### config.mk
export PLATFORM = sky130hd
export DESIGN_NAME = shtm_cell
export DESIGN_NICKNAME = d
export VERILOG_FILES = /design/src/rtl/core/shtm_pkg.sv /design/src/rtl/core/shtm_cell.sv
export SDC_FILE = /design/constraint.sdc
export NUM_CORES = 2
export LEC_CHECK = 0
export ABC_AREA = 1
export BUFFER_PORTS_ARGS = -buffer_cell sky130_fd_sc_hd__buf_2
export CAP_MARGIN = 5
export CORE_UTILIZATION = 55
export CTS_CLUSTER_DIAMETER = 150
export DETAILED_ROUTE_END_ITERATION = 6
export PLACE_DENSITY = 0.79
export SETUP_SLACK_MARGIN = 0.2
export SLEW_MARGIN = 20
export SYNTH_ARGS = -nofsm -noshare
export SYNTH_HDL_FRONTEND = slang
export SYNTH_SLANG_ARGS = --single-unit
### constraint.sdc
create_clock -name clk -period 5.6 [get_ports clk]
set_clock_uncertainty 0.2 [all_clocks]
set_input_delay 1.68 -clock clk [delete_from_list [all_inputs] [get_ports clk]]
set_output_delay 1.68 -clock clk [all_outputs]
set_load 0.05 [all_outputs]
### src/rtl/core/shtm_pkg.sv
// Shared types, constants and helpers for the transfer matrix accumulator.
package shtm_pkg;

	localparam int MAX_BANDS   = 4;
	localparam int MAX_COEFFS  = MAX_BANDS * MAX_BANDS;
	localparam int IDX_W       = 4;
	localparam int N2_W        = $clog2(MAX_COEFFS + 1);
	localparam int FRAC_BITS   = 14;
	localparam int WEIGHT_FRAC = 20;
	localparam int ACC_W       = 48;
	localparam int BANDS_W     = 3;
	localparam int WEIGHT_W    = 24;
	localparam int CFG_W       = 24;
	localparam int VEC_W       = 16;
	localparam int GC_W        = 32;
	localparam int ENTRY_W     = 32;

	localparam logic [BANDS_W-1:0]  BANDS_RESET  = 3'd4;
	localparam logic [WEIGHT_W-1:0] WEIGHT_RESET = 24'd12868;

	typedef enum logic [1:0] {
		CMD_START  = 2'd0,
		CMD_SAMPLE = 2'd1,
		CMD_COEFF  = 2'd2,
		CMD_READ   = 2'd3
	} cmd_t;

	typedef enum logic {
		REG_SH_BANDS      = 1'b0,
		REG_SAMPLE_WEIGHT = 1'b1
	} reg_idx_t;

	typedef struct packed {
		cmd_t                    command;
		logic signed [VEC_W-1:0] vec_x;
		logic signed [VEC_W-1:0] vec_y;
		logic signed [VEC_W-1:0] vec_z;
		logic [IDX_W-1:0]        coeff_index;
		logic signed [VEC_W-1:0] coeff_value;
		logic [IDX_W-1:0]        row_index;
	} item_t;

	typedef struct packed {
		logic signed [ENTRY_W-1:0] entry_value;
		logic [IDX_W-1:0]          entry_row;
		logic [IDX_W-1:0]          entry_column;
		logic                      last_of_row;
	} result_t;

	// Row token that travels down the cell chain during an update
	typedef struct packed {
		logic                   vld;
		logic [IDX_W-1:0]       row;
		logic [N2_W-1:0]        n2;
		logic signed [GC_W-1:0] gc;
	} tok_t;

	typedef enum logic [2:0] {
		N_IDLE,
		N_SUMSQ,
		N_SQRT,
		N_LOAD,
		N_DIV,
		N_DONE
	} norm_state_t;

	typedef enum logic [2:0] {
		C_IDLE,
		C_NORM,
		C_DOT,
		C_UPD,
		C_DRAIN,
		C_RD_REQ,
		C_RD_LOAD,
		C_RD_OUT
	} ctl_state_t;

	// Coefficient count from the band register, band count clamped to 1..MAX_BANDS
	function automatic logic [N2_W-1:0] coeff_count(input logic [BANDS_W-1:0] bands);
		logic [BANDS_W-1:0] b;
		if (bands == '0) begin
			b = BANDS_W'(1);
		end else if (bands > BANDS_W'(MAX_BANDS)) begin
			b = BANDS_W'(MAX_BANDS);
		end else begin
			b = bands;
		end
		return N2_W'(b) * N2_W'(b);
	endfunction

endpackage

### src/rtl/core/shtm_cell.sv
// One matrix column: multiply-accumulate on passing row tokens, row readout shift stage.
module shtm_cell (
	input  logic                                 clk,
	input  logic                                 arst_n,
	input  logic [shtm_pkg::IDX_W-1:0]           col,
	input  logic                                 clr,
	input  logic                                 cwr,
	input  logic [shtm_pkg::IDX_W-1:0]           cidx,
	input  logic signed [shtm_pkg::VEC_W-1:0]    cval,
	input  shtm_pkg::tok_t                       tok_in,
	output shtm_pkg::tok_t                       tok_out,
	input  logic                                 rd_req,
	input  logic [shtm_pkg::IDX_W-1:0]           rd_row,
	input  logic                                 load,
	input  logic                                 shift,
	input  logic signed [shtm_pkg::ACC_W-1:0]    sh_in,
	output logic signed [shtm_pkg::ACC_W-1:0]    sh_out
);

	localparam int ACC_W = shtm_pkg::ACC_W;
	localparam int ROWS  = shtm_pkg::MAX_COEFFS;

	logic signed [ACC_W-1:0]          mem [ROWS];
	logic [ROWS-1:0]                  vbit_q;
	shtm_pkg::tok_t                   tok_q;
	logic signed [shtm_pkg::VEC_W-1:0] coef_q;
	logic signed [ACC_W-1:0]          mrd_q;
	logic                             mv_q;
	logic signed [ACC_W-1:0]          p_s1;
	logic [shtm_pkg::IDX_W-1:0]       row_s1;
	logic                             upd_s1;
	logic signed [ACC_W-1:0]          sh_q;

	logic                             act;
	logic [shtm_pkg::IDX_W-1:0]       addr;
	logic signed [ACC_W-1:0]          q;
	logic signed [ACC_W-1:0]          base;
	logic signed [ACC_W:0]            sum;
	logic signed [ACC_W-1:0]          sum_sat;

	localparam logic signed [ACC_W:0] ACC_MAX = (ACC_W+1)'({1'b0, {(ACC_W-1){1'b1}}});
	localparam logic signed [ACC_W:0] ACC_MIN = -ACC_MAX - (ACC_W+1)'(1);

	// Decode token, round the product and saturate the new entry
	always_comb begin
		act   = tok_in.vld && ({1'b0, col} < tok_in.n2);
		addr  = rd_req ? rd_row : tok_in.row;
		q     = (p_s1 + ACC_W'(1 << (shtm_pkg::FRAC_BITS - 1))) >>> shtm_pkg::FRAC_BITS;
		base  = mv_q ? mrd_q : '0;
		sum   = (ACC_W+1)'(base) + (ACC_W+1)'(q);
		if (sum > ACC_MAX) begin
			sum_sat = ACC_MAX[ACC_W-1:0];
		end else if (sum < ACC_MIN) begin
			sum_sat = ACC_MIN[ACC_W-1:0];
		end else begin
			sum_sat = sum[ACC_W-1:0];
		end
		tok_out = tok_q;
		sh_out  = sh_q;
	end

	// Control: pass the token on, track written rows
	always_ff @(posedge clk or negedge arst_n) begin
		if (!arst_n) begin
			tok_q  <= '0;
			upd_s1 <= 1'b0;
			vbit_q <= '0;
		end else begin
			tok_q  <= tok_in;
			upd_s1 <= act;
			if (clr) begin
				vbit_q <= '0;
			end else if (upd_s1) begin
				vbit_q[row_s1] <= 1'b1;
			end
		end
	end

	// Column memory, multiply stage and readout shift stage
	always_ff @(posedge clk) begin
		mrd_q  <= mem[addr];
		mv_q   <= vbit_q[addr];
		p_s1   <= ACC_W'(tok_in.gc) * ACC_W'(coef_q);
		row_s1 <= tok_in.row;
		if (upd_s1) begin
			mem[row_s1] <= sum_sat;
		end
		if (cwr && (cidx == col)) begin
			coef_q <= cval;
		end
		if (load) begin
			sh_q <= mv_q ? mrd_q : '0;
		end else if (shift) begin
			sh_q <= sh_in;
		end
	end

endmodule

* Word level (Yosys, flattened, before mapping)
Memory sizes are Yosys's and may differ from the RTL's. A register that Yosys moved wholly into a read port is not among the register bits.
Cells that the tools add are included.
** Storage, ports and cells
- Flip-flop bits (word level) :: 176
- Latch bits :: 0
- Bits in writable memories :: 768
- Bits in read-only memories :: 0
- Output and inout port bits :: 90
- Memories kept :: 1
** Operators by class
- Add/subtract/negate cells :: 2
- Multipliers :: 1
- Divide/modulo/power cells :: 0
- Order comparisons :: 6
- Eq/ne operators :: 1
- Shift-type cells :: 0
- Multiplexer cells :: 14
- Bitwise logic cells :: 1
- Reduce and logical (&&, ||, !) cells :: 5
** Memories
- mem :: words 16, bits a word 48, read ports 1, clocked after memory_dff 1, wr ports 1, line shtm_cell.sv:23 : logic signed [ACC_W-1:0] mem [ROWS];
** Operators by type and width (count)
- 2-to-1 mux 48 bit :: 5
- adder 48 x 34 -> 49 bit :: 1
- greater-than comparator 49 x 48 -> 1 bit, second input constant :: 1
- less-than comparator 49 x 48 -> 1 bit, second input constant :: 1
- adder 48 x 15 -> 48 bit, second input constant :: 1
- multiplier 32 x 16 -> 48 bit :: 1
- 2-to-1 mux 16 bit :: 2
- OR 16 bit :: 1
- less-than comparator 4 x 5 -> 1 bit, second input constant :: 2
- less-than comparator 4 x 5 -> 1 bit :: 1
- binary-select mux 1 bit (select 4 bit) :: 1
- demux 1 bit (select 4 bit) :: 1
- == test 4 bit :: 1
- >= comparator 4 x 1 -> 1 bit, second input constant :: 1
- 2-to-1 mux 1 bit :: 4
- 2-to-1 mux 4 bit :: 1
- nonzero test 2 bit :: 2
- logical AND 1 bit :: 3

* Longest topological paths before layout
- Word-level depth :: 7
- Gate-level depth with buffers :: 29
- Gate-level depth less buffers :: 27

* Least setup slack after synthesis
OpenSTA, ideal clock, no wires.
- Kind :: input-to-reg
- From :: in tok_in[10] (netlist bit)
- To :: reg p_s1[44]
- Arrival :: 6.709 ns
- Path slack :: -1.381 ns
- Stages on the path :: 21
- Buffers on the path :: 2
- Cells stage by stage :: clkbuf_1 -> clkbuf_1 -> nand2_1 -> fa_1 -> fa_1 -> fa_1 -> fa_1 -> inv_1 -> fa_1 -> inv_1 -> fa_1 -> inv_1 -> ha_1 -> nand2_1 -> nor2_1 -> inv_1 -> or2_2 -> o21ai_0 -> nand3_1 -> nand3_1 -> xor2_1
** On the way
- Longest elaborated chain between the ends :: 1
** Ends and longest elaborated chain
- from (decl) :: line shtm_cell.sv:10 : input shtm_pkg::tok_t tok_in,
- multiplier 32 x 16 -> 48 bit :: line shtm_cell.sv:83 : p_s1 <= ACC_W'(tok_in.gc) * ACC_W'(coef_q);
- to (signal assigned) :: line shtm_cell.sv:83
- to (decl) :: line shtm_cell.sv:29 : logic signed [ACC_W-1:0] p_s1;
No other way between the ends.
A chain may end at the register's enable or synchronous reset.

* Final worst setup path
- From :: in tok_in[5] (netlist bit)
- To :: reg p_s1[33]
The elaborated chain is that of the path after synthesis.

==> metrics <==
Die ar.=~110000 um2; max_slew headroom=between 20% and 30%; WS Path Type=primary input to flop; drt wl/cell=20.1 um; Placed Cells=between 8000 and 9000; ys flop type=edfxtp_1; Max Slew Vio Count=0; DR vias=47597; WL final=around 170000 um; slowest CP cell=fa_1; Die Wd=roughly 340 um; failing checks=setup timing; max-cap violations=0; critical path data required time=just under 6 ns; Reg clk slew, reported paths=about 0.060 ns; Top delay family on crit path=adder cells; CP Launch Type=primary input; hold_buf cts=0; total gr overflow=0; final worst-path cycle share=113%; Mapped Avg Cell Area=9.34 um2; row count=~120; Starting Density=between 50% and 60%; detailed placement HPWL=around 120000 um; final core utilization=between 60% and 70%; GPL Wtd Cong=a little under 1; vias in the first global route=between 40000 and 50000; reg2reg setup slack=-0.15 ns; crit path time final=~6.3 ns; Final Setup Violations=35; antenna violations before repair=9; #FFs+latches synth=between 900 and 1000; outcome=finished with violations; Sink Count=between 900 and 1000; GRT Util Overall=roughly 31%; area growth from synthesis to layout=19.8%; port bufs=between 200 and 250; Filler cells=7947; arrival time at the worst endpoint=6.67 ns; Via density=5.53; layout cell share with drive strength beyond 1=19.6%; DRC viols=0; H-Tree Depth=3; I/O Pins=~220; most frequent CP cell=fa_1; post-route setup slack=-0.709 ns; hold slack=roughly 0.30 ns; Post-Syn Nets=~7400; Bufs and invs on worst path=8; CTS tree=built; ys async rst share=between 6 and 7%; Final Instance Area=about 74000 um2; Die Ht=roughly 340 um; post-route antenna net violation count=0; TritonCTS Buffers=97; first-pass GRT wire length=266000 um; root buf cell=clkbuf_16; reg-to-reg critical path startpoint=coef_q[6]; Achievable Freq=about 160 MHz; core area=~110000 um2; worst min path class=flop to flop; largest net degree at the start of global routing=between 100 and 150; Yosys cell types=42; layout net count=approximately 8000; 1st-pass router iterations=6; commonest cells after routing, fill and taps aside=inv_1, nand2_1, edfxtp_1, fa_1, buf_4; CP max stage delay=just over 0.5 ns; RSZ-0062 raised after global routing=yes; Clock Path Buffers=3; Hold Fails Final Rpt=0; actual slew at the worst max-slew pin=between 1 and 1.5 ns; sequential-to-total area share from yosys stat=45.9%; Setup crit start=tok_in[5]; Min-Delay Startpoint=vbit_q[14]; DP Area=about 67000 um2; commonest non-fill, non-tap cell in the layout=inv_1; non-filler cells, final=~8600; Skew-Pair Late Insertion Delay=0.72 ns; CP max FO=5; Mapped Cells=6579; Synth Cell Area=a little over 60000 um2; Worst setup EP type=flop; DR iter-0 viols=around 5000; Yosys warnings=0; EDFF count, synth=832
-- path summary, 6_finish.rpt --
| check | end | cells past startpoint |
|---|---|---|
| worst max-delay path | p_s1[33] | 26 |
| max in group asynchronous | vbit_q[15] | 2 |
| worst min-delay path | vbit_q[14] | 2 |
| min in group asynchronous | tok_out[2] | 1 |
| worst max register to register | p_s1[33] | 25 |
| worst min register to register | vbit_q[14] | 2 |
-- state kept, by name, summed over array words and instances (netlist names) --
signal and count:
upd_s1 1, mem 768, sh_out 48, mrd_q 48, vbit_q 16, row_s1 4, mv_q 1, p_s1 35
coef_q 16, tok_out 42
-- metrics by stage --
| step | TNS [ns] | setup WS (ns) |
|---|---|---|
| 2_1_floorplan | -30.29 | -0.979 |
| 3_3_place_gp | -48.31 | -1.61 |
| 3_5_place_dp | -49.32 | -1.59 |
| 4_1_cts | -14.72 | -0.589 |
| 5_1_grt | -24.99 | -0.854 |
| 6_report | -20.35 | -0.709 |
-- metal layers --
metal | global-route usage [%] | vias up | part of all wire [%]
met1 | 41.8 | 22958 | 40
li1 | - | 21642 | -
met5 | 0 | - | 0
met2 | 50.0 | 2527 | 47
met3 | 4.58 | 470 | 9.1
met4 | 12.0 | 0 | 4.3
-- area by class of cell --
cell class / instances / area, um2 / area share, %
diodes: 1 / 2.50 / 0.00340
flip-flops and latches: 979 / 28200 / 38.3
inverters: 1509 / 5690 / 7.73
multi-input cells: 3799 / 29100 / 39.5
clock inverters: 59 / 642 / 0.872
well taps: 1488 / 1860 / 2.53
clock buffers: 123 / 2590 / 3.51
repair buffers: 655 / 5540 / 7.52
-- kinds of logic after synthesis --
| family | after synthesis | share of synthesized area (%) |
|---|---|---|
| buf+inv | 1801 | 11.1 |
| fa+ha+maj | 649 | 19.1 |
| flops | 979 | 45.9 |
| xor+xnor | 95 | 1.35 |
| compound gates | 886 | 8.15 |
| simple gates | 2169 | 14.3 |
-- synth_stat cells (88+ instances only) --
library cell     n  area share [%]
o21ai_0        323             2.6
a21oi_1        338             2.8
o211ai_1       174             2.1
nand3_1        346             2.8
dfxtp_1         88             2.9
inv_1         1497             9.1
ha_1           163             3.3
nor2_1         250             1.5
nand2_1       1469             9.0
fa_1           486              16
clkbuf_1       242             1.5
edfxtp_1       832              41
-- tightest hold or removal path: stages, from the launching register on --
cell and delay [ns]:
dfrtp_1 0.34, nor2_1 0.05, nor2_1 0.07
-- timing repair --
item | in CTS | in global routing
resized for setup | 513 | 219
buffers inserted | 51 | 23
gates cloned | 4 | 0
endpoints found under the setup margin | 35 | 621
pin swaps | 202 | 161
Power is left out: the tool's default activity adds up to more than one toggle a clock period on the data nets, which glitch-free logic cannot reach.
