File: config.mk
export PLATFORM = sky130hd
export DESIGN_NAME = shtm_norm
export DESIGN_NICKNAME = d
export VERILOG_FILES = /design/src/rtl/core/shtm_pkg.sv /design/src/rtl/core/shtm_norm.sv
export SDC_FILE = /design/constraint.sdc
export NUM_CORES = 2
export LEC_CHECK = 0
export BUFFER_PORTS_ARGS = -buffer_cell sky130_fd_sc_hd__clkbuf_2
export CAP_MARGIN = 5
export CORE_MARGIN = 2
export CORE_UTILIZATION = 35
export CTS_BUF_LIST = sky130_fd_sc_hd__clkbuf_2
export DETAILED_ROUTE_END_ITERATION = 8
export PLACE_DENSITY = 0.53
export SLEW_MARGIN = 20
export SYNTH_ARGS = -nofsm -noshare
export SYNTH_HDL_FRONTEND = slang
export SYNTH_SLANG_ARGS = --single-unit
File: constraint.sdc
create_clock -name clk -period 16.8 [get_ports clk]
set_input_delay 0.84 -clock clk [delete_from_list [all_inputs] [get_ports clk]]
set_output_delay 0.84 -clock clk [all_outputs]
set_load 0.01 [all_outputs]
File: src/rtl/core/shtm_pkg.sv
// Shared types, constants and helpers for the transfer matrix accumulator.
package shtm_pkg;

	localparam int MAX_BANDS   = 4;
	localparam int MAX_COEFFS  = MAX_BANDS * MAX_BANDS;
	localparam int IDX_W       = 4;
	localparam int N2_W        = $clog2(MAX_COEFFS + 1);
	localparam int FRAC_BITS   = 14;
	localparam int WEIGHT_FRAC = 20;
	localparam int ACC_W       = 48;
	localparam int BANDS_W     = 3;
	localparam int WEIGHT_W    = 24;
	localparam int CFG_W       = 24;
	localparam int VEC_W       = 16;
	localparam int GC_W        = 32;
	localparam int ENTRY_W     = 32;

	localparam logic [BANDS_W-1:0]  BANDS_RESET  = 3'd4;
	localparam logic [WEIGHT_W-1:0] WEIGHT_RESET = 24'd12868;

	typedef enum logic [1:0] {
		CMD_START  = 2'd0,
		CMD_SAMPLE = 2'd1,
		CMD_COEFF  = 2'd2,
		CMD_READ   = 2'd3
	} cmd_t;

	typedef enum logic {
		REG_SH_BANDS      = 1'b0,
		REG_SAMPLE_WEIGHT = 1'b1
	} reg_idx_t;

	typedef struct packed {
		cmd_t                    command;
		logic signed [VEC_W-1:0] vec_x;
		logic signed [VEC_W-1:0] vec_y;
		logic signed [VEC_W-1:0] vec_z;
		logic [IDX_W-1:0]        coeff_index;
		logic signed [VEC_W-1:0] coeff_value;
		logic [IDX_W-1:0]        row_index;
	} item_t;

	typedef struct packed {
		logic signed [ENTRY_W-1:0] entry_value;
		logic [IDX_W-1:0]          entry_row;
		logic [IDX_W-1:0]          entry_column;
		logic                      last_of_row;
	} result_t;

	// Row token that travels down the cell chain during an update
	typedef struct packed {
		logic                   vld;
		logic [IDX_W-1:0]       row;
		logic [N2_W-1:0]        n2;
		logic signed [GC_W-1:0] gc;
	} tok_t;

	typedef enum logic [2:0] {
		N_IDLE,
		N_SUMSQ,
		N_SQRT,
		N_LOAD,
		N_DIV,
		N_DONE
	} norm_state_t;

	typedef enum logic [2:0] {
		C_IDLE,
		C_NORM,
		C_DOT,
		C_UPD,
		C_DRAIN,
		C_RD_REQ,
		C_RD_LOAD,
		C_RD_OUT
	} ctl_state_t;

	// Coefficient count from the band register, band count clamped to 1..MAX_BANDS
	function automatic logic [N2_W-1:0] coeff_count(input logic [BANDS_W-1:0] bands);
		logic [BANDS_W-1:0] b;
		if (bands == '0) begin
			b = BANDS_W'(1);
		end else if (bands > BANDS_W'(MAX_BANDS)) begin
			b = BANDS_W'(MAX_BANDS);
		end else begin
			b = bands;
		end
		return N2_W'(b) * N2_W'(b);
	endfunction

endpackage

File: src/rtl/core/shtm_norm.sv
// Sequential vector normalizer: sum of squares, bit-serial square root, restoring divide.
module shtm_norm (
	input  logic                                 clk,
	input  logic                                 arst_n,
	input  logic                                 start,
	input  logic signed [shtm_pkg::VEC_W-1:0]    vec_x,
	input  logic signed [shtm_pkg::VEC_W-1:0]    vec_y,
	input  logic signed [shtm_pkg::VEC_W-1:0]    vec_z,
	output logic                                 done,
	output logic [2:0][shtm_pkg::VEC_W-1:0]      unit
);

	localparam int SQRT_STEPS = 32;
	localparam int QUOT_BITS  = 15;
	localparam int ROOT_W     = 63;
	localparam int REM_W      = 45;
	localparam int MAG_W      = 32;
	localparam int CNT_W      = $clog2(SQRT_STEPS);
	localparam int NUM_SHIFT  = shtm_pkg::FRAC_BITS + 15;

	shtm_pkg::norm_state_t state_q, state_d;

	logic [CNT_W-1:0]                 cnt_q;
	logic [1:0]                       comp_q;
	logic [2:0][shtm_pkg::VEC_W-1:0]  vec_q;
	logic [31:0]                      s_q;
	logic [ROOT_W-1:0]                v_q, res_q, bit_q;
	logic [REM_W-1:0]                 rem_q, dsh_q;
	logic [QUOT_BITS-1:0]             quot_q;
	logic [2:0][shtm_pkg::VEC_W-1:0]  unit_q;

	logic signed [31:0]               sel_s;
	logic [31:0]                      sq;
	logic [31:0]                      s_next;
	logic [ROOT_W-1:0]                trial;
	logic [MAG_W-1:0]                 mag;
	logic signed [shtm_pkg::VEC_W-1:0] comp_v;
	logic [shtm_pkg::VEC_W-1:0]       comp_a;
	logic                             qbit;
	logic [QUOT_BITS-1:0]             quot_n;
	logic [shtm_pkg::VEC_W-1:0]       unit_n;

	// Square the selected component and form the divide operands
	always_comb begin
		sel_s  = 32'($signed(vec_q[cnt_q[1:0]]));
		sq     = 32'(sel_s * sel_s);
		s_next = s_q + sq;
		trial  = res_q + bit_q;
		mag    = res_q[MAG_W-1:0];
		comp_v = $signed(vec_q[comp_q]);
		comp_a = comp_v[shtm_pkg::VEC_W-1] ? shtm_pkg::VEC_W'(-comp_v) : comp_v;
		qbit   = rem_q >= dsh_q;
		quot_n = {quot_q[QUOT_BITS-2:0], qbit};
		unit_n = comp_v[shtm_pkg::VEC_W-1] ? shtm_pkg::VEC_W'(-quot_n) :
			shtm_pkg::VEC_W'(quot_n);
	end

	// Next state
	always_comb begin
		state_d = state_q;
		unique case (state_q)
			shtm_pkg::N_IDLE: begin
				if (start) begin
					state_d = shtm_pkg::N_SUMSQ;
				end
			end
			shtm_pkg::N_SUMSQ: begin
				if (cnt_q == CNT_W'(2)) begin
					state_d = shtm_pkg::N_SQRT;
				end
			end
			shtm_pkg::N_SQRT: begin
				if (cnt_q == CNT_W'(SQRT_STEPS - 1)) begin
					state_d = shtm_pkg::N_LOAD;
				end
			end
			shtm_pkg::N_LOAD: begin
				state_d = shtm_pkg::N_DIV;
			end
			shtm_pkg::N_DIV: begin
				if (cnt_q == CNT_W'(QUOT_BITS - 1)) begin
					state_d = (comp_q == 2'd2) ? shtm_pkg::N_DONE : shtm_pkg::N_LOAD;
				end
			end
			shtm_pkg::N_DONE: begin
				state_d = shtm_pkg::N_IDLE;
			end
			default: begin
				state_d = shtm_pkg::N_IDLE;
			end
		endcase
	end

	// Outputs
	always_comb begin
		done = state_q == shtm_pkg::N_DONE;
		unit = unit_q;
	end

	always_ff @(posedge clk or negedge arst_n) begin
		if (!arst_n) begin
			state_q <= shtm_pkg::N_IDLE;
		end else begin
			state_q <= state_d;
		end
	end

	// Datapath: one step of the active phase per cycle
	always_ff @(posedge clk) begin
		unique case (state_q)
			shtm_pkg::N_IDLE: begin
				if (start) begin
					vec_q  <= {vec_z, vec_y, vec_x};
					s_q    <= '0;
					cnt_q  <= '0;
					comp_q <= '0;
				end
			end
			shtm_pkg::N_SUMSQ: begin
				s_q   <= s_next;
				cnt_q <= cnt_q + CNT_W'(1);
				if (cnt_q == CNT_W'(2)) begin
					v_q   <= ROOT_W'(s_next) << 30;
					res_q <= '0;
					bit_q <= ROOT_W'(1) << 62;
					cnt_q <= '0;
				end
			end
			shtm_pkg::N_SQRT: begin
				if (v_q >= trial) begin
					v_q   <= v_q - trial;
					res_q <= (res_q >> 1) + bit_q;
				end else begin
					res_q <= res_q >> 1;
				end
				bit_q <= bit_q >> 2;
				cnt_q <= cnt_q + CNT_W'(1);
			end
			shtm_pkg::N_LOAD: begin
				rem_q  <= (REM_W'(comp_a) << NUM_SHIFT) + REM_W'(mag >> 1);
				dsh_q  <= REM_W'(mag) << (QUOT_BITS - 1);
				quot_q <= '0;
				cnt_q  <= '0;
			end
			shtm_pkg::N_DIV: begin
				if (qbit) begin
					rem_q <= rem_q - dsh_q;
				end
				dsh_q  <= dsh_q >> 1;
				quot_q <= quot_n;
				cnt_q  <= cnt_q + CNT_W'(1);
				if (cnt_q == CNT_W'(QUOT_BITS - 1)) begin
					unit_q[comp_q] <= (s_q == '0) ? '0 : unit_n;
					comp_q         <= comp_q + 2'd1;
				end
			end
			shtm_pkg::N_DONE: begin
				cnt_q <= '0;
			end
			default: begin
				cnt_q <= '0;
			end
		endcase
	end

endmodule

# ---- After elaboration in Yosys (flattened, before gate mapping)
# Index checks and enable logic that the tools add are counted.
dict set report totals {
  out_inout_bits 49
  elab_cells 99
  inputBits 51
  reg_bits 431
}
dict set report op_classes {
  muxes 36
  multipliers 1
  reduce_logical 16
  eq_ne 15
  addsub 10
  order_cmp 5
}
# op n
set ops {}
lappend ops {{one-hot mux 63 bit (2 select lines)} 3}
lappend ops {{two-way mux 63 bit} 5}
lappend ops {{one-hot mux 45 bit (2 select lines)} 2}
lappend ops {{two-way mux 16 bit} 6}
lappend ops {{binary-select mux 16 bit (select 2 bit)} 2}
lappend ops {{one-hot mux 32 bit (2 select lines)} 1}
lappend ops {{adder 62 x 63 -> 63 bit} 1}
lappend ops {{adder 63 bit} 1}
lappend ops {{greater-or-equal comparator 63 bit} 1}
lappend ops {{subtractor 63 bit} 1}
lappend ops {{bitwise mux 48 bit} 1}
lappend ops {{adder 45 x 31 -> 45 bit} 1}
lappend ops {{greater-or-equal comparator 45 bit} 1}
lappend ops {{two-way mux 45 bit} 1}
lappend ops {{subtractor 45 bit} 1}
lappend ops {{adder 32 bit} 1}
lappend ops {{demux 16 bit (select 2 bit)} 1}
lappend ops {{logical NOT 32 bit} 1}
lappend ops {{multiplier 16 x 16 -> 32 bit} 1}
lappend ops {{two-way mux 32 bit} 1}
lappend ops {{one-hot mux 14 bit (2 select lines)} 1}
lappend ops {{negator 15 -> 16 bit} 1}
lappend ops {{negator 16 bit} 1}
lappend ops {{two-way mux 3 bit} 5}
lappend ops {{24 further kinds} 42}

# ---- Depth between registers and ports, before layout
dict set report depth {
  word_depth 6
  mapped_depth 32
  ltp_nobuf 28
}

# ---- Least setup slack after synthesis
# No wires, ideal clock.
dict set report synth_path {
  path_kind {reg-to-reg}
  from {register res_q[2]}
  to {register v_q[0], enable pin}
  t_arrival_ns 9.364
  stages_incl_launch_ff 23
  synth_period_minus_slack_ns 9.944
  setup_time_ns 0.580
  n_path_buf 3
  required_ns 16.220
  path_slack_ns 6.856
  path_cell_list {edfxtp_1 ha_1 a21o_1 a31o_2 a21oi_1 o21a_1 o21ai_1 a21bo_2 a31o_2 and3_1 o311ai_1 xor2_1 ha_1 clkbuf_1 and3_1 nand2_1 nor4_1 and3_1 nand3_1 and3_1 buf_2 buf_4 a21boi_0}
}
dict set report synth_via {
  elab_chain_len 4
}
# item line_no
set synth_rtl {}
lappend synth_rtl {{from (decl)} shtm_norm.sv:27} ;# logic [ROOT_W-1:0] v_q, res_q, bit_q;
lappend synth_rtl {{from (signal assigned)} shtm_norm.sv:132} ;# res_q <= (res_q >> 1) + bit_q;
lappend synth_rtl {{from (signal assigned)} shtm_norm.sv:134} ;# res_q <= res_q >> 1;
lappend synth_rtl {{adder 63 bit} shtm_norm.sv:48} ;# trial = res_q + bit_q;
lappend synth_rtl {{greater-or-equal comparator 63 bit} shtm_norm.sv:130} ;# if (v_q >= trial) begin
lappend synth_rtl {{!= test 2 bit (no source line)} -}
lappend synth_rtl {{AND reduction 3 bit (no source line)} -}
lappend synth_rtl {{to (signal assigned)} shtm_norm.sv:123} ;# v_q <= ROOT_W'(s_next) << 30;
lappend synth_rtl {{to (signal assigned)} shtm_norm.sv:131} ;# v_q <= v_q - trial;
lappend synth_rtl {{to (decl)} shtm_norm.sv:27}
# No other way between the ends.
# A chain may end at the register's enable or synchronous reset.

# ---- Final worst setup path
dict set report layout_path {
  from {register cnt_q[1]}
  to {register v_q[58] (data pin)}
}
dict set report layout_via {
  elab_chain_len 6
}
# item line_no
set layout_rtl {}
lappend layout_rtl {{from (decl)} shtm_norm.sv:23} ;# logic [CNT_W-1:0] cnt_q;
lappend layout_rtl {{from (signal assigned)} shtm_norm.sv:121} ;# cnt_q <= cnt_q + CNT_W'(1);
lappend layout_rtl {{from (signal assigned)} shtm_norm.sv:137} ;# cnt_q <= cnt_q + CNT_W'(1);
lappend layout_rtl {{from (signal assigned)} shtm_norm.sv:151} ;# cnt_q <= cnt_q + CNT_W'(1);
lappend layout_rtl {{binary-select mux 16 bit (select 2 bit)} shtm_norm.sv:45} ;# sel_s = 32'($signed(vec_q[cnt_q[1:0]]));
lappend layout_rtl {{two-way mux 16 bit (not written as such)} shtm_norm.sv:45}
lappend layout_rtl {{multiplier 16 x 16 -> 32 bit} shtm_norm.sv:46} ;# sq = 32'(sel_s * sel_s);
lappend layout_rtl {{adder 32 bit} shtm_norm.sv:47} ;# s_next = s_q + sq;
lappend layout_rtl {{two-way mux 63 bit} shtm_norm.sv:122} ;# if (cnt_q == CNT_W'(2)) begin
lappend layout_rtl {{one-hot mux 63 bit (2 select lines)} shtm_norm.sv:110} ;# unique case (state_q)
# No other way between the ends. The select of a mux whose other input is x is not followed.

==> flow_metrics.py <==
metrics = {
    "status": {
        "status": "finished clean",
    },
    "clocking": {
        "clock_sinks": 400,
        "numCtsBuffers": 114,
        "clockBufferDepth": 3,
        "ctsHtreeMaxLevel": 3,
        "cts_tree": "yes",
        "cts-root-buf": "clkbuf_2",
        "clk_pin_slew_ns": 0.12,
        "ctsResizeCount": 0,
        "cts_hold_buf": 51,
        "cts_setup_buffers": 0,
        "clock_latency_ns": 1.30,
    },
    "synthesis": {
        "ys_seq_area_frac": 0.321,
        "synth.avg_cell_area_um2": 9.47,
        "synth-seq-cells": 400,
        "synth_cell_types": 89,
        "synth-edff-count": 397,
        "syn_nets": 4560,
        "synth_ff_type": "edfxtp_1",
        "syn_inst": 3951,
        "yosys_warnings": 0,
        "ys_async_sr_fraction": 0.00750,
        "syn_area_mm2": 0.0374,
    },
    "floorplanning": {
        "pin_count": 100,
        "initial_utilization": 0.354,
        "die_area_mm2": 0.110,
        "fp.dieW_um": 331,
        "die_y_um": 331,
        "num_rows": 119,
        "coreArea_mm2": 0.106,
    },
    "setup_path": {
        "worst-r2r-setup-slack_ns": 8.24,
        "worstPathArrival_ns": 9.55,
        "cp-startpoint": "cnt_q[1]",
        "cp-end-kind": "flop",
        "required_ns": 17.79,
        "r2r_cells": 24,
        "worstReg2RegEnd": "v_q[58]",
        "r2r-start": "cnt_q[1]",
        "worstPathMaxFanout": 21,
        "crit_type": "reg2reg",
        "start_kind": "flop",
    },
    "timing": {
        "hold_viol": 0,
        "finalCritPeriodShare": 0.509,
        "rsz0062_at_grt": "false",
        "slew_viol_final": 0,
        "fmax_mhz": 117,
        "max-slew-margin-rel": 0.220,
        "setup_ws_ns": 8.24,
        "setup_viol": 0,
        "fin_tns_setup_ns": 0,
        "whs_ns": 0.270,
        "layout_min_cycle_time_ns": 8.56,
        "worstMarginPinSlew_ns": 1.17,
        "finalClockSkew_ns": 0.136,
    },
    "final_layout": {
        "drive_above_1_share": 0.0876,
        "layout.nets": 4692,
        "fill_cells": 10755,
        "syn2layout_area_growth_pct": 9.32,
    },
    "drt": {
        "vias_per_cell": 5.23,
        "avgRoutedWirePerCell_um": 18.2,
        "finalWirelength_mm": 101,
        "dr_total_vias": 29147,
        "drc": 0,
        "postRouteAntennaNets": 0,
        "drt_pass1_iterations": 7,
        "drtIter0Drc": 1815,
    },
    "grt": {
        "antenna_found_initial": 4,
        "gr-total-overflow": 0,
        "grt_pass1_vias": 29147,
        "grt_max_degree": 84,
        "grt_pass1_wl_mm": 161,
        "grtUsageTotal": 0.186,
    },
    "place": {
        "gp_congestion": 0.871,
        "port_buffers": 99,
        "hpwlAfterDp_mm": 78.6,
        "post-place-ws_ns": 8.10,
    },
    "hold_path": {
        "holdPathEnd": "vec_q[24]",
        "hold_path_depth": 2,
        "hold_class": "in2reg",
        "hold_start": "vec_y[8]",
    },
    "job": {
        "cap_violations": 0,
    },
}
[state kept, by name, indices dropped and copies added (netlist names), 3 cells and up]
name and cells:
bit_q 32, cnt_q 5, dsh_q 45, quot_q 14, rem_q 45, res_q 63, s_q 32, state_q 3
unit 48, v_q 63, vec_q 48
[routing by layer]
metal | vias up | wire [um] | share of wire | global-route usage
met5 | - | 43 | 0.00042 | 0
met4 | 6 | 1930 | 0.019 | 0.0499
met3 | 139 | 5110 | 0.050 | 0.0281
met2 | 706 | 48000 | 0.47 | 0.307
met1 | 14186 | 46200 | 0.46 | 0.254
li1 | 14110 | - | - | -
[final cells by class]
type                            instances  area (um^2)  area share
Timing Repair Buffer                  176         1200      0.0294
Antenna cell                            2         5.00    0.000122
Tap cell                             1391         1740      0.0425
Sequential cell                       400        12000       0.293
Clock inverter                         56          374     0.00914
Clock buffer                          154          771      0.0188
Multi-Input combinational cell       2934        23100       0.565
Inverter                              457         1720      0.0420
[Yosys cell counts (all sizes together) (45+ instances only)]
cell / n / area share
mux2i: 47 / 0.013
clkbuf: 139 / 0.014
nand3: 45 / 0.0062
xor2: 148 / 0.035
a21oi: 202 / 0.027
o21ai: 256 / 0.034
and3: 77 / 0.013
a31oi: 63 / 0.011
nor3: 49 / 0.0067
nand4: 62 / 0.010
fa: 267 / 0.14
ha: 291 / 0.097
edfxtp: 397 / 0.32
inv: 452 / 0.045
a211oi: 45 / 0.0090
xnor2: 145 / 0.034
a21o: 98 / 0.020
nand2: 369 / 0.037
nor2: 351 / 0.035
[worst max-delay path: stages, from the launching register on]
cell      delay, ns
edfxtp_1       0.70
nor2b_2        0.39
a21oi_1        0.85
clkinv_1       0.67
nand2_1        0.30
fa_1           0.45
fa_1           0.49
fa_1           0.55
inv_1          0.06
fa_1           0.49
fa_1           0.49
inv_1          0.05
fa_1           0.49
inv_1          0.05
ha_1           0.35
a21oi_1        0.16
o21ai_0        0.16
a221o_1        0.33
a31o_2         0.27
a21bo_2        0.24
a21o_1         0.18
a21o_1         0.17
xor2_1         0.15
a22oi_1        0.18
nand2_1        0.07
[cell usage in the layout (no fill, tap or decap), types with 9 or more instances in the layout]
cell	Yosys	routed
o21a_1	29	29
nand2_1	369	366
o21ai_1	10	11
a31o_2	17	17
and3_1	77	77
fa_1	267	267
and2_1	42	41
or3_1	19	19
o21bai_1	40	40
buf_4	5	26
nor3_1	48	47
a21oi_1	200	200
a211oi_1	45	45
dlygate4sd3_1	0	51
o211ai_1	10	10
a21o_1	98	98
or2_2	12	12
nor4_1	23	23
clkinv_2	0	16
clkbuf_2	0	253
xor2_1	148	148
nand4_1	62	62
a221oi_1	9	9
inv_1	452	450
o21ai_0	246	244
nor2_1	351	351
nand3_1	44	44
edfxtp_1	397	397
clkinv_1	5	36
a21boi_0	13	12
nand2b_1	27	27
nor2b_1	31	29
mux2i_1	47	47
xnor2_1	145	145
o31ai_1	13	13
ha_1	291	291
and4_1	10	10
a31oi_1	63	63
[stage by stage]
stage | area (um^2) | util | cells
floorplan | 37400 | - | 3951
global placement | 39300 | 0.371 | 5307
CTS | 40900 | 0.387 | 5568
detailed placement | 39300 | 0.371 | 5307
global route | 40900 | 0.387 | 5570
finish | 40900 | 0.387 | 5570
[cell families after synthesis]
| kind of cell | after synthesis | synth area share |
|---|---|---|
| AND/OR/NAND/NOR | 1147 | 0.143 |
| XOR/XNOR | 293 | 0.0686 |
| buffers and inverters | 617 | 0.0634 |
| multiplexers | 49 | 0.0132 |
| AO/OA/AOI/OAI | 887 | 0.151 |
| adder cells (fa/ha/maj) | 558 | 0.240 |
| flip-flops | 400 | 0.321 |
[how the worst max path moves through the flow]
stage                   end  slack, ns
detailed placement  v_q[58]       8.10
floorplan            v_q[0]       6.86
global placement    v_q[58]       8.24
CTS                 v_q[58]       8.04
finish              v_q[58]       8.24
global route        s_q[31]       7.67
Power is not shown: default switching activity piles up to over one toggle a cycle in this logic, so the estimate is an artifact.
